### src/rtl/generational_slot_allocator_core_defines.svh
// ----------------------------------------------------------------------------
// Slot allocator assertion macros
// Shared concurrent assertion forms, clocked on clk and disabled in reset.
// ----------------------------------------------------------------------------
`ifndef GENERATIONAL_SLOT_ALLOCATOR_CORE_DEFINES_SVH
`define GENERATIONAL_SLOT_ALLOCATOR_CORE_DEFINES_SVH

// Consequent must hold in the same cycle as the antecedent.
`define GSA_ASSERT_NOW(label, ante, cons) \
	label: assert property (@(posedge clk) disable iff (!arst_n) (ante) |-> (cons)) \
		else $error("%m: assertion failed");

// Consequent must hold in the cycle after the antecedent.
`define GSA_ASSERT_NEXT(label, ante, cons) \
	label: assert property (@(posedge clk) disable iff (!arst_n) (ante) |=> (cons)) \
		else $error("%m: assertion failed");

`endif

### src/rtl/gsa_ram.sv
// ----------------------------------------------------------------------------
// Slot allocator RAM
// Simple dual-port RAM: one write port, one read port with registered data.
// ----------------------------------------------------------------------------
module gsa_ram #(
	parameter int WIDTH = 8,
	parameter int DEPTH = 16
) (
	input  logic                     clk,
	input  logic                     we,
	input  logic [$clog2(DEPTH)-1:0] waddr,
	input  logic [WIDTH-1:0]         wdata,
	input  logic                     re,
	input  logic [$clog2(DEPTH)-1:0] raddr,
	output logic [WIDTH-1:0]         rdata
);
	logic [WIDTH-1:0] mem_q [DEPTH];

	always_ff @(posedge clk) begin
		if (we) begin
			mem_q[waddr] <= wdata;
		end
		// hold read data between reads
		if (re) begin
			rdata <= mem_q[raddr];
		end
	end
endmodule

### config.mk
export PLATFORM = sky130hd
export DESIGN_NAME = gsa_ram
export DESIGN_NICKNAME = d
export VERILOG_FILES = /design/src/rtl/generational_slot_allocator_core_defines.svh /design/src/rtl/gsa_ram.sv
export SDC_FILE = /design/constraint.sdc
export NUM_CORES = 1
export LEC_CHECK = 0
export ABC_AREA = 1
export BUFFER_PORTS_ARGS = -buffer_cell sky130_fd_sc_hd__buf_2
export CORE_AREA = 2 2 98 100
export DETAILED_ROUTE_END_ITERATION = 8
export DIE_AREA = 0 0 100 102
export GPL_TIMING_DRIVEN = 0
export PLACE_DENSITY = 0.83
export SLEW_MARGIN = 20
export SYNTH_ARGS = -nofsm -noshare
export SYNTH_HDL_FRONTEND = slang
export SYNTH_SLANG_ARGS = --single-unit
### constraint.sdc
create_clock -name clk -period 3.54 [get_ports clk]
set_clock_uncertainty 0.15 [all_clocks]
set_input_delay 0.708 -clock clk [delete_from_list [all_inputs] [get_ports clk]]
set_output_delay 0.708 -clock clk [all_outputs]
set_load 0.05 [all_outputs]
Yosys cells after proc, flatten, opt, wreduce, memory -nomap -nowiden
Memories as Yosys holds them, arrays and structs flattened. A register that Yosys moved wholly into a read port is not among the register bits.
Index checks and enable logic that the tools add are counted.
{ "word_totals": {"mem_bits_rw": 128, "mem_count": 1, "in_bits": 19, "output_inout_bits": 8, "wordCells": 3, "ff_bits": 0} }
{ "memory_table": {"columns": ["name", "depth", "word_bits", "rd", "rd_ports_with_merged_regs", "write_ports", "line_no", "rtl"], "rows": [
  ["mem_q", 16, 8, 1, 1, 1, "gsa_ram.sv:17", "logic [WIDTH-1:0] mem_q [DEPTH];"]
]} }
{ "op_classes": {"mux": 2} }
{ "ops": {"columns": ["cell", "count"], "rows": [
  ["two-way mux 1 bit", 2]
]} }

Longest topological paths before layout
Gate-level depths: netlist of the first run.
{ "depth": {"depth_word": 2, "mapped_depth": 8, "depth_no_buf": 7} }

Worst setup path before layout of the first run
No wires, ideal clock.
{ "synth_path": {"path_type": "input -> register", "from": "input waddr[2]", "to": "memory mem_q[10][0] (enable)", "path_slack_ns": 1.731, "arrival_ns": 1.289, "setup_time_ns": 0.370, "required_ns": 3.020, "n_path_buf": 0, "path_stages": 2, "cell_sequence": "nand3b_1 > nor2_1"} }
{ "synth_rtl": {"columns": ["item", "line_no", "rtl"], "rows": [
  ["from (decl)", "gsa_ram.sv:11", "input logic [$clog2(DEPTH)-1:0] waddr,"],
  ["to (decl)", "gsa_ram.sv:17", null]
]} }
Straight into the memory's write port.

Worst setup path after layout of the first run
{ "layout_path": {"from": "register rdata[5] (read register of mem_q)", "to": "output rdata[5]"} }
{ "layout_rtl": {"columns": ["item", "line_no", "rtl"], "rows": [
  ["from (decl)", "gsa_ram.sv:15", "output logic [WIDTH-1:0] rdata"]
]} }
No word-level cell between the ends.

==> impl_results.md, run 1 <==
* Status: finished, final reports clean
* # diodes at 0
* Grt met1 use at about two fifths
* Synthesized Nets at 570
* Top cell type's share of synthesized area at 69.85%
* # rows at 35
* Vias per Instance at about 5.7
* Grt total ovfl at 0
* Hold Path End: rdata[4]
* Post-Syn Area at a little under 6000 um2
* Global-route wire length before repair at roughly 21000 um
* Main synth FF type: edfxtp_1
* IO Count at 27
* Mean Syn Cell Area at 10.61 um2
* Vias in the first global route at 3971
* Initial antenna violation count at 0
* Final setup violation count at 0
* Compound-gate portion of the synthesized area at 0%
* Avg WL per Cell at ~19 um
* Post-synthesis mux area share at 0%
* Total GRT Usage at between 20% and 30%
* WP data required at ~2.7 ns
* FF-to-FF Start: mem_q[7][0]
* Clock Latency Late Sink at between 0.5 and 0.6 ns
* Largest net degree at the start of global routing at 17
* Hold Path Depth at 1
* Detailed router's first-iteration violation count at 516
* Post-route ant nets at 0
* Max Cap Viol at 0
* Worst path depth at 1
* Post-CTS resize count at 0
* Clk slew on worst S/H paths at about 0.06 ns
* Cts bufs inserted at 17
* Die ar. at a little over 10000 um2
* CP Buf/Inv Count at 1
* Period utilisation layout at around 56%
* Critical path type: flop to output port
* Post-synthesis cell count at about 550
* Worst path arrival time at roughly 1.1 ns
* Detailed-route via count at between 4000 and 5000
* PortBufs at 23
* Yosys top cell by area: edfxtp_1
* Post-Synth XOR/XNOR Area at 0%
* Hpwl dp at about 8700 um
* Crit path max fanout at 1
* CP endpoint kind: output port
* Crit-path max cell delay at between 0.3 and 0.4 ns
* Initial core utilization at 64.19%
* Post-synthesis simple-gate area fraction at 20.76%
* Synth Warn # at 0
* M2 GR Usage at 45.17%
* CTS sink cnt at between 100 and 150
* P per Cell Area at 567.3 nW/um2
* Nets at 612
* Number of synthesized flops with an enable pin at 136
* Clock Tree Root: clkbuf_8
* Hold Fails Final Rpt at 0
* Least-Margin Pin Slew at 0.9409 ns
* Max-slew headroom at 37.04%
* GRT busiest layer: met2
* Worst Min Path Start: re
* Placer Congestion at approximately 0.91
* Post-synth ARST share at 0%
* Top delay family on crit path: flip-flops
* Unrepaired setup endpoints after global routing: false
* DR DRC count at 0
* Detailed Route WL at between 10000 and 15000 um
* Hold_ws at 0.3656 ns
* Worst reg2reg path depth at 6
* Largest family of logic cells by synthesized area: simple AND/OR/NAND/NOR gates
* Fin Setup TNS at 0 ns
* Yosys reg bits at 136
* Share of layout cells above drive strength 1 at between 10% and 20%
* CP cell instances: buf_2
* Clock tree buffer depth at 2
* Slowest-stage cell, CP: edfxtp_1
* Type of origin of the critical path: flop
* Top post-synthesis cells by area: edfxtp_1 70%, nand2_1 11%, nand3_1 8.3%
* Post-synth top cells: 173 x nand2_1, 136 x edfxtp_1, 100 x inv_1
* Total setup buffers inserted after CTS at 0
* Syn-to-layout area delta at 14.17%
* Yosys cell types at 11
* Post-Synth Adder-Cell Area at 0%
* Cts hold-fix bufs at 0
* Post-route minimum period at 1.966 ns
* Sequential area share after synthesis at 69.85%
* Peak supply drop at 0.4335 mV
* Drt pass-1 iters at 5
* HP Class: input port to flop
* Worst flop-to-flop path endpoint: rdata[0]
* H-tree depth at 4
* FF-to-FF setup slack at ~2.2 ns
* Most common cell in the netlist: nand2_1
* Met3 Track Usage GR at under 10%
* P_leak at around 0.0029 uW
* CTS tree: built
* Slew Limit Fails at 0
* Max Fclk at between 0.5 and 0.6 GHz
* Die X at about 100 um
* Core area at slightly above 9000 um2
* Non-Filler Cell Area, Final at 6675 um2
* Die Y at between 100 and 150 um
* DP Area at 6101 um2
cells in the final DEF (no fill, tap or decap):
master | Yosys | final
nand3b_1 | 2 | 2
clkbuf_16 | 0 | 16
inv_2 | 2 | 2
buf_6 | 6 | 6
clkinv_4 | 0 | 2
buf_1 | 1 | 1
edfxtp_1 | 136 | 136
inv_1 | 100 | 100
bufinv_16 | 0 | 3
buf_4 | 4 | 4
buf_2 | 13 | 36
clkbuf_8 | 0 | 1
clkinv_1 | 0 | 4
nand3_1 | 97 | 97
clkinv_2 | 0 | 3
nor2_1 | 17 | 17
clkinvlp_4 | 0 | 3
nand2_1 | 173 | 173
registers in the layout, indices dropped and copies added (netlist names):
register / cells
mem_q: 128
rdata: 8
logic make-up (layout without fill, tap and decap cells):
| group | count (synthesis) | after routing |
|---|---|---|
| simple gates | 289 | 289 |
| flops | 136 | 136 |
| buf+inv | 126 | 181 |
metal layers:
metal  wire length (um)  part of all wire (%)
met1               5338                    39
met4                507                   3.7
met3               1509                    11
met2               6244                    46
met5                  0                     0
how the worst max path moves through the flow:
stage	start	to	slack, ns
3_3_place_gp	waddr[3]	mem_q[6][2]	1.26
4_1_cts	rdata[5]	rdata[5]	1.56
3_5_place_dp	waddr[3]	mem_q[6][2]	1.24
6_report	rdata[5]	rdata[5]	1.57
2_1_floorplan	waddr[2]	mem_q[10][0]	1.73
5_1_grt	rdata[5]	rdata[5]	1.53
report_power, final:
| part | switching (uW) | total (uW) | internal [uW] |
|---|---|---|---|
| Combinational | 193 | 261 | 67.8 |
| Clock | 644 | 1700 | 1060 |
| Sequential | 8.66 | 1820 | 1810 |
| Total | 846 | 3790 | 2940 |
stage by stage:
| stage | total power, uW | util, % | std cells | worst slack [ns] |
|---|---|---|---|---|
| after global routing | 3884 | 73.28 | 717 | 1.532 |
| after CTS | 3776 | 73.28 | 717 | 1.557 |
| after floorplan | 2011 | - | 551 | 1.731 |
| after detailed placement | 2106 | 66.98 | 685 | 1.236 |
| final | 3787 | 73.28 | 717 | 1.574 |
| after global placement | 2098 | 66.98 | 685 | 1.258 |
layout make-up:
class / instances / area [um2]
buffer: 24 / 166.4
inverter: 102 / 382.9
fill: 584 / 2434
sequential: 136 / 4084
tap: 111 / 138.9
multi-input combinational: 289 / 1214
clock inverter: 15 / 160.2
clock buffer: 17 / 414.1
timing repair buffer: 23 / 115.1
Power figures use the tool's default switching activity.
==> inputs of run 2 (changes only) <==
Settings changed: CORE_AREA 2 2 98 100 to 2 2 107 109, DIE_AREA 0 0 100 102 to 0 0 109 111, PLACE_DENSITY 0.83 to 0.74.
Clock period 3.54 ns to 1.8 ns, I/O delays scaled along.
==> run 2 against run 1 <==
Compared with the run above: power is 110% higher; via count down 2.6%; cell area increased by 1.7%; sequential share of layout area is 1.0 points lower; critical path depth increased by 2; final cell count grew 4.5%; highest routed layer unchanged.
==> impl_results.md, run 2 (same netlist as run 1, synthesis figures left out) <==
* P_leak at just under 0.003 uW
* Post-CTS resize count at 0
* Crit path max fanout at 8
* Final setup violation count at 0
* Type of origin of the critical path: input port
* Syn-to-layout area delta at 16.14%
* Post-Place Setup Slack at -0.2241 ns
* DR DRC count at 0
* Total setup buffers inserted after CTS at 0
* Final Core Density at between 60 and 70%
* P per Cell Area at 1164 nW/um2
* Largest net degree at the start of global routing at 17
* Max Cap Viol at 0
* Nets at about 610
* Least-Margin Pin Slew at a little over 1 ns
* Avg WL per Cell at ~18 um
* Clk slew on worst S/H paths at approximately 0.06 ns
* Global-route wire length before repair at around 21000 um
* Initial antenna violation count at 0
* Max Fclk at between 0.6 and 0.7 GHz
* HP Class: input port to flop
* Total GRT Usage at roughly 25%
* Critical path type: input port to flop
* PortBufs at 23
* # rows at 39
* Number of flip-flops in the largest register at about 130
* Status: finished, final reports clean
* Core area at approximately 11000 um2
* Clock tree buffer depth at 2
* Most common cell after layout, fill and taps aside: nand2_1
* Final worst slack at between 0.15 and 0.2 ns
* CTS sink cnt at 136
* Placer Congestion at between 0.8 and 0.9
* Die ar. at about 12000 um2
* Post-route minimum period at about 1.6 ns
* Detailed-route via count at 4001
* CP endpoint kind: flop
* Hold Path Depth at 1
* Peak supply drop at between 0.5 and 0.6 mV
* Commonest cells after routing, fill and taps aside: 173 x nand2_1, 136 x edfxtp_1, 100 x inv_1
* Share of layout cells above drive strength 1 at 13.20%
* Hold Fails Final Rpt at 0
* Clock Tree Root: clkbuf_16
* Clock Latency Late Sink at about 0.42 ns
* Initial core utilization at 52.78%
* WP data required at 1.69 ns
* Max-slew headroom at between 30% and 40%
* Worst path arrival time at about 1.5 ns
* # diodes at 0
* Hpwl dp at around 8600 um
* Worst reg2reg path depth at 6
* Die Y at 111 um
* Power after layout at between 7000 and 8000 uW
* IO Count at 27
* Cts bufs inserted at 17
* Detailed router's first-iteration violation count at approximately 500
* Largest reg by FF count: mem_q
* Hold_ws at roughly 0.13 ns
* Detailed Route WL at around 14000 um
* Cts hold-fix bufs at 0
* CTS tree: built
* Vias per Instance at between 5 and 6
* Vias in the first global route at 3985
* Grt total ovfl at 0
* Drt pass-1 iters at 5
* Post-route ant nets at 0
* Top Registers: mem_q: 128 flops, rdata: 8 flops
* Period utilisation layout at around 91%
* Unrepaired setup endpoints after global routing: false
* Slew Limit Fails at 0
* Die X at approximately 110 um
* H-tree depth at 4
run 2: cell types whose count changed in the layout (fill, tap and decap cells not counted):
cell        before  now
clkinv_1         4    0
inv_6            0    3
bufinv_16        3    5
clkbuf_16       16   17
clkbuf_8         1    0
clkinvlp_4       3    2
run 2: routing by layer:
layer / up-vias / GRT usage [%] / wire length [um]
li1: 1872 / - / -
met1: 1860 / 33.96 / 5559
met2: 235 / 37.23 / 6465
met3: 34 / 4.644 / 1253
met4: 0 / 12.22 / 406
met5: - / 0 / 0
run 2: where the power goes:
group / switching, uW / internal, uW / leakage (uW)
registers: 16.8 / 3570 / 0.00124
clock network: 1340 / 2460 / 0.000314
logic: 374 / 133 / 0.00139
total: 1730 / 6170 / 0.00294
run 2: area by class of cell:
class,count,area (um2)
plain buffers,24,166.4
clock buffers,17,425.4
clock inverters,15,224.0
fillers,795,4287
inverters,102,382.9
multi-input cells,289,1214
flip-flops and latches,136,4084
well taps,143,178.9
repair buffers,23,115.1
run 2: path summary, 6_finish.rpt:
path,from,to,slack (ns)
setup / recovery,waddr[3],mem_q[7][6],0.17
hold / removal,re,rdata[5],0.13
setup reg to reg,mem_q[1][4],rdata[4],0.48
hold reg to reg,mem_q[10][6],rdata[6],0.63
run 2: metrics by stage:
| stage | area, um2 | std cells | setup TNS, ns |
|---|---|---|---|
| 2_1_floorplan | 5847 | 551 | 0 |
| 3_3_place_gp | 6141 | 717 | -8.312 |
| 3_5_place_dp | 6141 | 717 | -11.26 |
| 4_1_cts | 6790 | 749 | 0 |
| 5_1_grt | 6790 | 749 | 0 |
| 6_report | 6790 | 749 | 0 |
run 2: critical path, cell delays in order:
cell and delay, ns:
buf_2 0.12, nand3b_1 0.27, nor2_1 0.76
==> inputs of run 3 (changes only) <==
Clock period 1.8 ns to 1.5 ns, I/O delays scaled along.
==> run 3 against run 2 <==
Compared with the run above: combinational power grew 21%; register-to-register slack lost 0.28 ns; first-iteration DRC count rose by 22%; cell area up 0.26%; clock-buffer cell count is the same; critical path depth decreased by 2; worst hold slack worse by 0.059 ns; worst setup slack worse by 0.11 ns.
==> impl_results.md, run 3 (same netlist as run 1, synthesis figures left out) <==
* Worst Min Path Start: re
* Least-Margin Pin Slew at about 0.85 ns
* Slew Limit Fails at 0
* Period utilisation layout at 96.39%
* Clock tree buffer depth at 2
* Avg WL per Cell at ~18 um
* Initial antenna violation count at 0
* CP cell instances: buf_2
* Detailed router's first-iteration violation count at just over 600
* DR DRC count at 0
* Post-layout instance count excluding filler cells at between 700 and 800
* Vias in the first global route at 3990
* Most common cell after layout, fill and taps aside: nand2_1
* Worst path arrival time at 1.00 ns
* Nets at a little over 600
* Final setup violation count at 0
* HP Class: input port to flop
* Crit. Startpoint: rdata[5]
* Vias per Instance at around 5.4
* Commonest cells after routing, fill and taps aside: 173 x nand2_1, 136 x edfxtp_1, 100 x inv_1
* CP Buf/Inv Count at 1
* Die ar. at roughly 12000 um2
* # rows at 39
* Unrepaired setup endpoints after global routing: false
* Reg power frac at 45.4%
* Register Area at a little over 4000 um2
* Placed Cells at 717
* Detailed Route WL at between 10000 and 15000 um
* Hold Fails Final Rpt at 0
* Max Fclk at between 0.6 and 0.7 GHz
* Fillers at roughly 800
* Max Cap Viol at 0
* Post-route minimum period at 1.446 ns
* Crit-path max cell delay at 0.36 ns
* Sw Share at between 20% and 30%
* Critical path type: flop to output port
* Global-route wire length before repair at between 20000 and 25000 um
* Detailed-route via count at 4070
* Top delay family on crit path: flip-flops
* Drt pass-1 iters at 5
* Largest net degree at the start of global routing at 17
* # diodes at 0
* Max-slew headroom at 42.98%
* Peak supply drop at ~0.70 mV
* Crit path max fanout at 1
* P_leak at about 0.0029 uW
* Clk slew on worst S/H paths at roughly 0.060 ns
* FF-to-FF setup slack at 0.20 ns
* Hpwl dp at around 8600 um
* Syn-to-layout area delta at 16.43%
* Multi-input logic area at around 1200 um2
* Hold Path End: rdata[5]
* Fin Setup TNS at 0 ns
* Non-Filler Cell Area, Final at between 6000 and 7000 um2
* Share of layout cells above drive strength 1 at 14.36%
* Placer Congestion at slightly below 0.9
* IO Count at 27
* Hold_ws at 0.07016 ns
* Worst flop-to-flop path endpoint: rdata[7]
* Grt total ovfl at 0
* P per Cell Area at around 1400 nW/um2
* Clock Power Share at between 40 and 50%
* Post-route ant nets at 0
* P_int at approximately 7400 uW
* Top Registers: mem_q: 128 flops, rdata: 8 flops
* Hold Path Depth at 1
* Status: finished, final reports clean
* Die X at ~110 um
* P_sw at 2070 uW
* Clock Latency Late Sink at 0.41 ns
* DP Area at a little over 6000 um2
* PortBufs at 23
* Slowest-stage cell, CP: edfxtp_1
* FF-to-FF Start: mem_q[14][7]
* CTS sink cnt at roughly 140
* Combinational power share at under 10%
* Cts bufs inserted at 17
* Largest reg by FF count: mem_q
* Worst reg2reg path depth at 6
* Core area at 11080 um2
* Type of origin of the critical path: flop
* CTS tree: built
* Clock Tree Root: clkbuf_16
* CP endpoint kind: output port
* H-tree depth at 4
* Die Y at between 100 and 150 um
* Total GRT Usage at 24.58%
* Initial core utilization at 52.78%
* WP data required at 1.05 ns
* Number of flip-flops in the largest register at around 130
run 3: layout make-up:
type                            instances  share of cell area (%)
Sequential cell                       136                   59.99
Multi-Input combinational cell        289                   18.08
Clock buffer                           17                   6.249
Inverter                              102                   5.624
Clock inverter                         15                   3.290
Tap cell                              143                   2.628
Buffer                                 24                   2.444
Timing Repair Buffer                   23                   1.691
run 3: routing by layer:
layer	part of all wire [%]	GRT usage [%]	vias up
li1	-	-	1868
met1	40	34.08	1894
met2	47	37.23	268
met3	9.8	4.644	40
met4	3.4	12.22	0
met5	0	0	-
run 3: how the worst max path moves through the flow:
| stage | end | slack, ns | cells past startpoint |
|---|---|---|---|
| floorplan | mem_q[4][0] | 0.1 | 2 |
| global placement | mem_q[7][1] | -0.41 | 3 |
| detailed placement | mem_q[7][1] | -0.46 | 3 |
| CTS | mem_q[5][4] | -0.007 | 3 |
| global route | rdata[5] | 0.01 | 1 |
| finish | rdata[5] | 0.05 | 1 |
run 3: metrics by stage:
step,power [uW],util [%],setup WS [ns]
after floorplan,4745,-,0.09916
after global placement,4959,55.44,-0.4091
after detailed placement,4977,55.44,-0.4641
after CTS,9480,61.41,-0.007133
after global routing,9714,61.46,0.01226
final,9470,61.46,0.05411
run 3: power groups by stage:
| stage | logic [uW] | clock network (uW) | registers, uW |
|---|---|---|---|
| CTS | 604 | 4570 | 4300 |
| floorplan | 300 | 0 | 4440 |
| global placement | 582 | 0 | 4380 |
| finish | 613 | 4560 | 4300 |
| global route | 663 | 4740 | 4310 |
| detailed placement | 595 | 0 | 4380 |
run 3: timing repair:
| action | 4_1_cts | 5_1_grt |
|---|---|---|
| pin swaps | 0 | 0 |
| hold buffers | 0 | 0 |
| gates resized for setup | 5 | 2 |
| setup buffers | 0 | 0 |
| setup endpoints to repair | 32 | 16 |
